===== config.mk =====
export PLATFORM = sky130hd
export DESIGN_NAME = char_lcd_write_sequencer_top
export DESIGN_NICKNAME = d
export VERILOG_FILES = /design/src/rtl/core/clws_pkg.sv /design/src/rtl/core/char_lcd_write_sequencer_top.sv /design/src/rtl/core/clws_front.sv /design/src/rtl/core/clws_queue.sv /design/src/rtl/core/clws_back.sv
export SDC_FILE = /design/constraint.sdc
export NUM_CORES = 1
export LEC_CHECK = 0
export CORE_MARGIN = 2
export CORE_UTILIZATION = 40
export DETAILED_ROUTE_END_ITERATION = 6
export DONT_BUFFER_PORTS = 1
export GPL_TIMING_DRIVEN = 0
export PLACE_DENSITY = 0.52
export SLEW_MARGIN = 10
export SYNTH_ARGS = -nofsm -noshare
export SYNTH_HDL_FRONTEND = slang
export SYNTH_HIERARCHICAL = 1
export SYNTH_SLANG_ARGS = --single-unit

===== constraint.sdc =====
create_clock -name clock -period 7.62 [get_ports clock]
set_input_delay 0.381 -clock clock [delete_from_list [all_inputs] [get_ports clock]]
set_output_delay 0.381 -clock clock [all_outputs]
set_load 0.05 [all_outputs]

===== src/rtl/core/clws_pkg.sv =====
// ----------------------------------------------------------------------------
// clws_pkg
// Shared types and constants for the character LCD write sequencer.
// ----------------------------------------------------------------------------
package clws_pkg;

   localparam int MAX_DIGITS  = 10;
   localparam int BIN_W       = 32;
   localparam int BCD_W       = 4 * MAX_DIGITS;
   localparam int CNT_W       = 5;
   localparam int QUEUE_DEPTH = 4;
   localparam int QUEUE_PTR_W = $clog2(QUEUE_DEPTH);
   localparam int CSR_ADDR_W  = 3;

   localparam logic [7:0] CH_ZERO     = 8'h30;
   localparam logic [7:0] CH_MINUS    = 8'h2D;
   localparam logic [7:0] CH_SPACE    = 8'd32;
   localparam logic [7:0] FUNC_8BIT   = 8'b00111000;
   localparam logic [7:0] DISPLAY_ON  = 8'b00001100;
   localparam logic [7:0] CLEAR_DISP  = 8'h01;
   localparam logic [3:0] FUNC_NIB_HI = 4'b0010;
   localparam logic [3:0] FUNC_NIB_LO = 4'b1000;

   localparam logic [0:0] REG_BUS_MODE = 1'b0;

   typedef enum logic [2:0] {
      CMD_RAW_CMD  = 3'd0,
      CMD_RAW_DATA = 3'd1,
      CMD_INIT     = 3'd2,
      CMD_GOTO     = 3'd3,
      CMD_NUMBER   = 3'd4,
      CMD_BLANK    = 3'd5
   } cmd_type;

   typedef enum logic [3:0] {
      F_IDLE,
      F_BYTE,
      F_INIT,
      F_GOTO,
      F_BLANK,
      F_SIGN,
      F_CONV,
      F_SKIP,
      F_DIGIT
   } front_state_type;

   // one queued bus write: split means two strobes on a four-bit bus
   typedef struct packed {
      logic       rs;
      logic [7:0] value;
      logic       split;
      logic       wait_mark;
      logic       last;
   } entry_type;

   typedef struct packed {
      logic      valid;
      entry_type entry;
   } push_type;

endpackage


===== src/rtl/core/char_lcd_write_sequencer_top.sv =====
// ----------------------------------------------------------------------------
// char_lcd_write_sequencer_top
// Expands character-display requests into enable-strobe writes for an
// HD44780-style LCD bus.
// ----------------------------------------------------------------------------
// The request side takes a new transaction whenever its decoder is idle. After
// the accepting cycle, raw bytes, initialise, cursor move and blank cells
// occupy it while their byte writes are queued. Print number occupies it for
// a minus sign when negative, a binary-to-decimal conversion loop, a
// leading-zero scan and then one queued write per digit. A full queue stalls
// the decoder. A four-entry queue separates the decoder from the strobe
// generator, which delivers one strobe per cycle when the result side is
// ready, two per byte on a four-bit bus. The user must write bus mode through
// the register port only while the block is idle; the block itself does not
// enforce this. There is no clearing pass.
// ----------------------------------------------------------------------------
module char_lcd_write_sequencer_top (
   input  logic                            clock,
   input  logic                            reset,
   input  logic                            req_tvalid,
   output logic                            req_tready,
   // byte_value[7:0], number[39:8], column[45:40], row[47:46], cell_count[52:48]
   input  logic [55:0]                     req_tdata,
   // command[2:0]
   input  logic [2:0]                      req_tuser,
   output logic                            rsp_tvalid,
   input  logic                            rsp_tready,
   // bus_value[7:0], power_on_wait[8]
   output logic [15:0]                     rsp_tdata,
   // reg_select[0]
   output logic                            rsp_tuser,
   output logic                            rsp_tlast,
   input  logic                            csr_psel,
   input  logic                            csr_penable,
   input  logic                            csr_pwrite,
   input  logic [clws_pkg::CSR_ADDR_W-1:0] csr_paddr,
   input  logic [31:0]                     csr_pwdata,
   output logic [31:0]                     csr_prdata,
   output logic                            csr_pready
);
   import clws_pkg::*;

   logic      bus_mode_ff, bus_mode_in;
   logic      csr_wr;
   push_type  push;
   entry_type head;
   logic      queue_full;
   logic      queue_empty;
   logic      pop;
   logic [7:0] bus_value;
   logic      power_on_wait;

   assign csr_pready = 1'b1;
   assign csr_wr     = csr_psel && csr_penable && csr_pwrite && csr_pready;
   assign csr_prdata = (csr_paddr[2] == REG_BUS_MODE) ? {31'd0, bus_mode_ff} : 32'd0;

   always_comb begin
      bus_mode_in = bus_mode_ff;
      if (csr_wr && csr_paddr[2] == REG_BUS_MODE) begin
         bus_mode_in = csr_pwdata[0];
      end
   end

   always_ff @(posedge clock) begin
      if (reset) begin
         bus_mode_ff <= 1'b1;
      end else begin
         bus_mode_ff <= bus_mode_in;
      end
   end

   clws_front u_front (
      .clock      (clock),
      .reset      (reset),
      .bus_mode   (bus_mode_ff),
      .req_valid  (req_tvalid),
      .req_ready  (req_tready),
      .command    (cmd_type'(req_tuser)),
      .byte_value (req_tdata[7:0]),
      .number     (req_tdata[39:8]),
      .column     (req_tdata[45:40]),
      .row        (req_tdata[47:46]),
      .cell_count (req_tdata[52:48]),
      .queue_full (queue_full),
      .push       (push)
   );

   clws_queue u_queue (
      .clock (clock),
      .reset (reset),
      .push  (push),
      .full  (queue_full),
      .pop   (pop),
      .empty (queue_empty),
      .head  (head)
   );

   clws_back u_back (
      .clock         (clock),
      .reset         (reset),
      .bus_mode      (bus_mode_ff),
      .empty         (queue_empty),
      .head          (head),
      .pop           (pop),
      .rsp_valid     (rsp_tvalid),
      .rsp_ready     (rsp_tready),
      .reg_select    (rsp_tuser),
      .bus_value     (bus_value),
      .power_on_wait (power_on_wait),
      .last          (rsp_tlast)
   );

   assign rsp_tdata = {7'd0, power_on_wait, bus_value};

endmodule


===== src/rtl/core/clws_front.sv =====
// ----------------------------------------------------------------------------
// clws_front
// Request decoder: expands one request into queued byte writes.
// ----------------------------------------------------------------------------
module clws_front (
   input  logic                              clock,
   input  logic                              reset,
   input  logic                              bus_mode,
   input  logic                              req_valid,
   output logic                              req_ready,
   input  clws_pkg::cmd_type                 command,
   input  logic [7:0]                        byte_value,
   input  logic signed [clws_pkg::BIN_W-1:0] number,
   input  logic [5:0]                        column,
   input  logic [1:0]                        row,
   input  logic [4:0]                        cell_count,
   input  logic                              queue_full,
   output clws_pkg::push_type                push
);
   import clws_pkg::*;

   localparam logic [2:0] STEP_FUNC0 = 3'd0;
   localparam logic [2:0] STEP_FUNC1 = 3'd1;
   localparam logic [2:0] STEP_FUNC2 = 3'd2;
   localparam logic [2:0] STEP_DISP  = 3'd3;
   localparam logic [2:0] STEP_CLEAR = 3'd4;
   localparam logic [CNT_W-1:0] CONV_LAST = CNT_W'(BIN_W - 1);

   front_state_type   state_ff, state_in;
   logic [2:0]        step_ff, step_in;
   logic [CNT_W-1:0]  cnt_ff, cnt_in;
   logic              rs_ff, rs_in;
   logic [7:0]        byte_ff, byte_in;
   logic [7:0]        addr_ff, addr_in;
   logic              blank_ff, blank_in;
   logic [BCD_W-1:0]  bcd_ff, bcd_in;
   logic [BIN_W-1:0]  bin_ff, bin_in;
   logic [BIN_W-1:0]  mag;
   logic [BCD_W-1:0]  bcd_adj;
   logic [3:0]        top_digit;
   logic              push_ok;

   assign mag       = number[BIN_W-1] ? (BIN_W'(0) - BIN_W'(number)) : BIN_W'(number);
   assign top_digit = bcd_ff[BCD_W-1 -: 4];
   assign push_ok   = push.valid && !queue_full;

   always_comb begin
      for (int d = 0; d < MAX_DIGITS; d++) begin
         if (bcd_ff[4*d +: 4] >= 4'd5) begin
            bcd_adj[4*d +: 4] = bcd_ff[4*d +: 4] + 4'd3;
         end else begin
            bcd_adj[4*d +: 4] = bcd_ff[4*d +: 4];
         end
      end
   end

   // next state
   always_comb begin
      state_in = state_ff;
      unique case (state_ff)
         F_IDLE: begin
            if (req_valid) begin
               priority case (command)
                  CMD_RAW_CMD, CMD_RAW_DATA: state_in = F_BYTE;
                  CMD_INIT:                  state_in = F_INIT;
                  CMD_GOTO, CMD_BLANK:       state_in = F_GOTO;
                  CMD_NUMBER: begin
                     if (number == '0) begin
                        state_in = F_BYTE;
                     end else if (number[BIN_W-1]) begin
                        state_in = F_SIGN;
                     end else begin
                        state_in = F_CONV;
                     end
                  end
                  default:                   state_in = F_IDLE;
               endcase
            end
         end
         F_BYTE:  if (push_ok) state_in = F_IDLE;
         F_INIT:  if (push_ok && step_ff == STEP_CLEAR) state_in = F_IDLE;
         F_GOTO: begin
            if (push_ok) begin
               state_in = (blank_ff && cnt_ff != '0) ? F_BLANK : F_IDLE;
            end
         end
         F_BLANK: if (push_ok && cnt_ff == CNT_W'(1)) state_in = F_IDLE;
         F_SIGN:  if (push_ok) state_in = F_CONV;
         F_CONV:  if (cnt_ff == CONV_LAST) state_in = F_SKIP;
         F_SKIP:  if (top_digit != 4'd0) state_in = F_DIGIT;
         F_DIGIT: if (push_ok && cnt_ff == CNT_W'(1)) state_in = F_IDLE;
         default: state_in = F_IDLE;
      endcase
   end

   // outputs
   always_comb begin
      req_ready             = (state_ff == F_IDLE);
      push.valid            = 1'b0;
      push.entry.rs         = 1'b0;
      push.entry.value      = '0;
      push.entry.split      = 1'b1;
      push.entry.wait_mark  = 1'b0;
      push.entry.last       = 1'b0;
      unique case (state_ff)
         F_BYTE: begin
            push.valid       = 1'b1;
            push.entry.rs    = rs_ff;
            push.entry.value = byte_ff;
            push.entry.last  = 1'b1;
         end
         F_INIT: begin
            unique case (step_ff)
               STEP_FUNC0: begin
                  push.valid           = 1'b1;
                  push.entry.split     = 1'b0;
                  push.entry.wait_mark = 1'b1;
                  push.entry.value     = bus_mode ? {4'd0, FUNC_NIB_HI} : FUNC_8BIT;
               end
               STEP_FUNC1: begin
                  push.valid       = 1'b1;
                  push.entry.split = 1'b0;
                  push.entry.value = {4'd0, FUNC_NIB_HI};
               end
               STEP_FUNC2: begin
                  push.valid       = 1'b1;
                  push.entry.split = 1'b0;
                  push.entry.value = {4'd0, FUNC_NIB_LO};
               end
               STEP_DISP: begin
                  push.valid       = 1'b1;
                  push.entry.value = DISPLAY_ON;
               end
               STEP_CLEAR: begin
                  push.valid       = 1'b1;
                  push.entry.value = CLEAR_DISP;
                  push.entry.last  = 1'b1;
               end
               default: push.valid = 1'b0;
            endcase
         end
         F_GOTO: begin
            push.valid       = 1'b1;
            push.entry.value = addr_ff;
            push.entry.last  = !blank_ff || (cnt_ff == '0);
         end
         F_BLANK: begin
            push.valid       = 1'b1;
            push.entry.rs    = 1'b1;
            push.entry.value = CH_SPACE;
            push.entry.last  = (cnt_ff == CNT_W'(1));
         end
         F_SIGN: begin
            push.valid       = 1'b1;
            push.entry.rs    = 1'b1;
            push.entry.value = CH_MINUS;
         end
         F_DIGIT: begin
            push.valid       = 1'b1;
            push.entry.rs    = 1'b1;
            push.entry.value = CH_ZERO | {4'd0, top_digit};
            push.entry.last  = (cnt_ff == CNT_W'(1));
         end
         default: push.valid = 1'b0;
      endcase
   end

   // datapath
   always_comb begin
      step_in  = step_ff;
      cnt_in   = cnt_ff;
      rs_in    = rs_ff;
      byte_in  = byte_ff;
      addr_in  = addr_ff;
      blank_in = blank_ff;
      bcd_in   = bcd_ff;
      bin_in   = bin_ff;
      unique case (state_ff)
         F_IDLE: begin
            step_in  = STEP_FUNC0;
            cnt_in   = (command == CMD_NUMBER) ? '0 : cell_count;
            rs_in    = (command == CMD_RAW_DATA) || (command == CMD_NUMBER);
            byte_in  = (command == CMD_NUMBER) ? CH_ZERO : byte_value;
            addr_in  = {1'b1, row[0], column};
            blank_in = (command == CMD_BLANK);
            bcd_in   = '0;
            bin_in   = mag;
         end
         F_INIT: begin
            if (push_ok) begin
               step_in = (step_ff == STEP_FUNC0 && !bus_mode) ? STEP_DISP : step_ff + 3'd1;
            end
         end
         F_BLANK, F_DIGIT: begin
            if (push_ok) begin
               cnt_in = cnt_ff - CNT_W'(1);
               bcd_in = {bcd_ff[BCD_W-5:0], 4'd0};
            end
         end
         F_CONV: begin
            {bcd_in, bin_in} = {bcd_adj, bin_ff} << 1;
            cnt_in = (cnt_ff == CONV_LAST) ? CNT_W'(MAX_DIGITS) : cnt_ff + CNT_W'(1);
         end
         F_SKIP: begin
            if (top_digit == 4'd0) begin
               bcd_in = {bcd_ff[BCD_W-5:0], 4'd0};
               cnt_in = cnt_ff - CNT_W'(1);
            end
         end
         default: begin
            step_in = step_ff;
         end
      endcase
   end

   always_ff @(posedge clock) begin
      if (reset) begin
         state_ff <= F_IDLE;
      end else begin
         state_ff <= state_in;
      end
   end

   always_ff @(posedge clock) begin
      step_ff  <= step_in;
      cnt_ff   <= cnt_in;
      rs_ff    <= rs_in;
      byte_ff  <= byte_in;
      addr_ff  <= addr_in;
      blank_ff <= blank_in;
      bcd_ff   <= bcd_in;
      bin_ff   <= bin_in;
   end

endmodule


===== src/rtl/core/clws_queue.sv =====
// ----------------------------------------------------------------------------
// clws_queue
// Short queue of byte writes between the decoder and the strobe generator.
// ----------------------------------------------------------------------------
module clws_queue (
   input  logic                clock,
   input  logic                reset,
   input  clws_pkg::push_type  push,
   output logic                full,
   input  logic                pop,
   output logic                empty,
   output clws_pkg::entry_type head
);
   import clws_pkg::*;

   entry_type              mem [QUEUE_DEPTH];
   logic [QUEUE_PTR_W-1:0] wr_ptr_ff, wr_ptr_in;
   logic [QUEUE_PTR_W-1:0] rd_ptr_ff, rd_ptr_in;
   logic [QUEUE_PTR_W:0]   count_ff, count_in;
   logic                   do_push;
   logic                   do_pop;

   assign full    = (count_ff == (QUEUE_PTR_W+1)'(QUEUE_DEPTH));
   assign empty   = (count_ff == '0);
   assign do_push = push.valid && !full;
   assign do_pop  = pop && !empty;
   assign head    = mem[rd_ptr_ff];

   always_comb begin
      wr_ptr_in = do_push ? wr_ptr_ff + QUEUE_PTR_W'(1) : wr_ptr_ff;
      rd_ptr_in = do_pop ? rd_ptr_ff + QUEUE_PTR_W'(1) : rd_ptr_ff;
      count_in  = count_ff + (QUEUE_PTR_W+1)'(do_push) - (QUEUE_PTR_W+1)'(do_pop);
   end

   always_ff @(posedge clock) begin
      if (reset) begin
         wr_ptr_ff <= '0;
         rd_ptr_ff <= '0;
         count_ff  <= '0;
      end else begin
         wr_ptr_ff <= wr_ptr_in;
         rd_ptr_ff <= rd_ptr_in;
         count_ff  <= count_in;
      end
   end

   always_ff @(posedge clock) begin
      if (do_push) begin
         mem[wr_ptr_ff] <= push.entry;
      end
   end

endmodule


===== src/rtl/core/clws_back.sv =====
// ----------------------------------------------------------------------------
// clws_back
// Strobe generator: turns queued byte writes into bus strobes, high nibble
// first on a four-bit bus, behind an output register.
// ----------------------------------------------------------------------------
module clws_back (
   input  logic                clock,
   input  logic                reset,
   input  logic                bus_mode,
   input  logic                empty,
   input  clws_pkg::entry_type head,
   output logic                pop,
   output logic                rsp_valid,
   input  logic                rsp_ready,
   output logic                reg_select,
   output logic [7:0]          bus_value,
   output logic                power_on_wait,
   output logic                last
);
   import clws_pkg::*;

   logic       valid_ff, valid_in;
   logic       pend_ff, pend_in;
   logic [3:0] pend_nib_ff, pend_nib_in;
   logic       pend_last_ff, pend_last_in;
   logic       rs_ff, rs_in;
   logic [7:0] val_ff, val_in;
   logic       wait_ff, wait_in;
   logic       last_ff, last_in;
   logic       load;

   assign load = !valid_ff || rsp_ready;

   always_comb begin
      valid_in     = valid_ff;
      pend_in      = pend_ff;
      pend_nib_in  = pend_nib_ff;
      pend_last_in = pend_last_ff;
      rs_in        = rs_ff;
      val_in       = val_ff;
      wait_in      = wait_ff;
      last_in      = last_ff;
      pop          = 1'b0;
      if (load) begin
         if (pend_ff) begin
            valid_in = 1'b1;
            pend_in  = 1'b0;
            val_in   = {4'd0, pend_nib_ff};
            wait_in  = 1'b0;
            last_in  = pend_last_ff;
         end else if (!empty) begin
            pop      = 1'b1;
            valid_in = 1'b1;
            rs_in    = head.rs;
            wait_in  = head.wait_mark;
            if (head.split && bus_mode) begin
               val_in       = {4'd0, head.value[7:4]};
               last_in      = 1'b0;
               pend_in      = 1'b1;
               pend_nib_in  = head.value[3:0];
               pend_last_in = head.last;
            end else begin
               val_in  = head.value;
               last_in = head.last;
            end
         end else begin
            valid_in = 1'b0;
         end
      end
   end

   always_ff @(posedge clock) begin
      if (reset) begin
         valid_ff <= 1'b0;
         pend_ff  <= 1'b0;
      end else begin
         valid_ff <= valid_in;
         pend_ff  <= pend_in;
      end
   end

   always_ff @(posedge clock) begin
      pend_nib_ff  <= pend_nib_in;
      pend_last_ff <= pend_last_in;
      rs_ff        <= rs_in;
      val_ff       <= val_in;
      wait_ff      <= wait_in;
      last_ff      <= last_in;
   end

   assign rsp_valid     = valid_ff;
   assign reg_select    = rs_ff;
   assign bus_value     = val_ff;
   assign power_on_wait = wait_ff;
   assign last          = last_ff;

endmodule


==> key figures <==
Timing
  • Slew Limit Fails: 0
  • Slack of the critical path: 4370 ps
  • Setup_tns: 0 ps
  • Final Cycle Share: 42.6%
  • Worst-Margin Slew: 945 ps
  • Final setup vio count: 0
  • Clk_skew: 15.6 ps
  • Slew headroom: 36.4%
  • RSZ-0062 raised after global routing: false
  • Final Hold Viols: 0
  • Peak Freq: 0.308 GHz
  • Final min period: 3250 ps

Synth
  • Yosys reg bits: 177
  • Post-synth ARST share: 0%
  • Mapped Cells: 914
  • Synth area leaders: edfxtp_1, ha_1, o21ai_0
  • Ys flop type: edfxtp_1
  • Avg Cell Area, Syn: 10.8 um^2
  • Area leader, netlist: edfxtp_1
  • Post-synth EDFFs: 161
  • Count of cell types in the netlist: 68
  • Share of the synthesized area in the top cell type: 49.1%
  • Sequential area share after synthesis: 52.4%
  • Yosys warns: 6
  • Cell area after synthesis: 9840 um^2

Finish
  • Area delta synth->final: 13.2%
  • Final nets: 1,115
  • Finished Layout Cells: 1,314
  • # fillers: 2,287
  • Share of cells above drive strength 1: 11.9%

Setup path
  • Worst path depth: 15
  • WS Path Type: register to register
  • Slowest cell on crit path: buf_1
  • Worst Path Buf+Inv: 6
  • R2R depth: 15
  • Crit-path leading delay family: buffers and inverters
  • Crit. End Element: register
  • Crit path DAT: 3590 ps
  • Top cell by count, worst path: inv_1
  • Critical Path Source Type: register
  • Max incr delay on CP: 470 ps
  • Critical path peak fanout: 10
  • CP Cell Sequence: buf_2, buf_1, a22oi_1, o21ai_0, inv_2, nor2_2, inv_1, ha_1, inv_1, ha_1, inv_1, fa_1, xor2_1, and2_1, nor3_1
  • WP data required: 7960 ps

Global routing
  • First-pass GRT wire length: 34,500 um
  • Vias in the first global route: 6,628
  • GRT overflow: 0
  • Largest net degree at the start of global routing: 33
  • Tot GR Track Use: 16.8%
  • Number of antenna violations at the first check in global routing: 3

Clock network
  • Worst-path clk slew: 70 ps
  • Clk buf depth: 2
  • CTS tree: yes
  • Clk_lat worst skew: 430 ps
  • H-tree levels: 4
  • Clock Sinks: 177
  • Root Buffer: clkbuf_16
  • PostCTS Resize Cnt: 0
  • Cts bufs inserted: 17

Floorplanning
  • Boundary pin count: 154
  • Die width: 161 um
  • Row cnt: 57
  • Core area: 24,200 um^2
  • DIE AREA: 25,900 um^2
  • Initial Util: 40.6%
  • Chip height: 161 um

Route
  • Routed Antenna Nets: 0
  • Pre-Repair DR Iteration Count: 5
  • Via-to-Cell Ratio: 5.08
  • Starting DRT DRC Count: 353
  • Routed via count: 6,675
  • DRC viols: 0
  • Wire length per cell: 16.1 um
  • Total Wirelength: 21,200 um

Placement
  • Final HPWL DP: 15,300 um
  • Post-placement setup slack: 4440 ps
  • Gp weighted congestion: 0.831
  • Placed Cells: 1,280
  • Port bufs: 0

Worst hold path
  • Hold Crit Class: input pin to register
  • Cell depth of the worst min-delay path: 1

Power
  • Worst vdd ir: 0.000137 V
  • Pwr Density: 387 nW/um^2
  • LEAKAGE: 4.07 nW

Run
  • Max Cap Viol: 0

Run status
  • Outcome: completed
[per-layer routing]
metal / vias to the layer above / GRT usage, % / wire length [um]
met5: - / 0 / 21
met4: 4 / 5.32 / 305
met3: 26 / 4.26 / 1110
met2: 151 / 28.6 / 10200
met1: 3141 / 21.0 / 9500
li1: 3353 / - / -
[per-stage QoR]
stage	hold slack, ps	total power, mW	instance area, um^2	utilization [%]
after floorplan	450	2.96	9980	-
after global placement	454	3.33	10400	42.8
after detailed placement	459	3.38	10500	43.2
after CTS	0.242	4.35	11100	45.9
after global routing	8.36	4.60	11100	45.9
final	26.5	4.31	11100	45.9
[sequential cells by signal (all words and copies together), names as in the netlist, 2 cells and up, named ones only]
register / count
u_back/bus_value: 8
u_back/pend_nib_ff: 4
u_front/addr_ff: 7
u_front/bcd_ff: 40
u_front/bin_ff: 32
u_front/byte_ff: 8
u_front/cnt_ff: 5
u_front/state_ff: 4
u_front/step_ff: 3
u_queue/count_ff: 3
u_queue/mem: 48
u_queue/rd_ptr_ff: 2
u_queue/wr_ptr_ff: 2
[cell families (layout without fill, tap and decap cells)]
kind of cell    count (synthesis)  count (layout)  synth area share, %
other cells                     2              40               0.0763
compound gates                212             212                 12.7
mux                            21              21                 3.70
xor+xnor                       50              50                 4.45
fa+ha+maj                      38              38                 4.91
buf+inv                       122             160                 6.50
simple gates                  292             292                 15.3
flops                         177             177                 52.4
[cell type report]
| type | count | area [um^2] | share of cell area, % |
|---|---|---|---|
| Inverter | 44 | 165 | 1.48 |
| Multi-Input combinational cell | 652 | 4200 | 37.7 |
| Clock inverter | 14 | 218 | 1.95 |
| Timing Repair Buffer | 6 | 87.6 | 0.786 |
| Antenna cell | 1 | 2.50 | 0.0225 |
| Tap cell | 324 | 405 | 3.64 |
| Clock buffer | 18 | 429 | 3.85 |
| Buffer | 78 | 474 | 4.26 |
| Sequential cell | 177 | 5150 | 46.3 |
[worst reg2reg max path, cell delays in order, from the launching register on]
cell	delay (ps)
dfxtp_1	350
buf_2	230
buf_1	470
a22oi_1	180
o21ai_0	230
inv_2	70
nor2_2	220
inv_1	80
ha_1	290
inv_1	60
ha_1	140
inv_1	50
fa_1	370
xor2_1	160
and2_1	160
nor3_1	120
[final timing paths]
check	to	start	slack, ps
hold / removal	u_back/rsp_valid	reset	30
setup reg to reg	u_queue/count_ff[2]	u_front/state_ff[3]	4370
hold reg to reg	register	u_queue/rd_ptr_ff[1]	500
setup / recovery	u_queue/count_ff[2]	u_front/state_ff[3]	4370
[repair_timing]
item / 4_1_cts / 5_1_grt
hold endpoints to repair: 1 / 0
hold buffers: 1 / 0
setup buffers: 0 / 0
[report_power, final]
group / leakage (nW) / internal [mW] / switching [mW]
clock: 0.311 / 0.536 / 0.409
sequential: 1.79 / 1.57 / 0.312
combinational: 1.97 / 0.551 / 0.924
total: 4.07 / 2.66 / 1.64
[cells in the mapped netlist, types with 3 or more instances]
| master | number |
|---|---|
| edfxtp_1 | 161 |
| nand2_1 | 95 |
| o21ai_0 | 91 |
| a21oi_1 | 59 |
| nor2_1 | 59 |
| inv_1 | 43 |
| buf_4 | 41 |
| ha_1 | 37 |
| xor2_1 | 34 |
| clkbuf_1 | 29 |
| nor2b_1 | 23 |
| nand2b_1 | 19 |
| nor3b_1 | 17 |
| dfxtp_1 | 16 |
| o31ai_1 | 16 |
| xnor2_1 | 16 |
| and2_1 | 12 |
| mux4_2 | 12 |
| nand3_1 | 12 |
| or3_1 | 11 |
| a22oi_1 | 9 |
| nor3_1 | 9 |
| or2_2 | 7 |
| mux2i_1 | 6 |
| buf_2 | 4 |
| nand4b_1 | 4 |
| nor4_1 | 4 |
| o22ai_1 | 4 |
| o311ai_0 | 4 |
| o41ai_1 | 4 |
| or4_1 | 4 |
| a31oi_1 | 3 |
| buf_6 | 3 |
| o21ai_1 | 3 |
[cells in the final DEF, fill, tap and decap left out, types with 17 or more instances in the layout]
| cell | instances |
|---|---|
| nor3b_1 | 17 |
| edfxtp_1 | 161 |
| conb_1 | 39 |
| clkbuf_1 | 30 |
| nand2b_1 | 19 |
| xor2_1 | 34 |
| inv_1 | 43 |
| ha_1 | 37 |
| clkbuf_16 | 17 |
| a21oi_1 | 59 |
| nor2b_1 | 23 |
| nor2_1 | 59 |
| o21ai_0 | 91 |
| nand2_1 | 95 |
| buf_4 | 42 |
(Power assumes the default switching activity.)
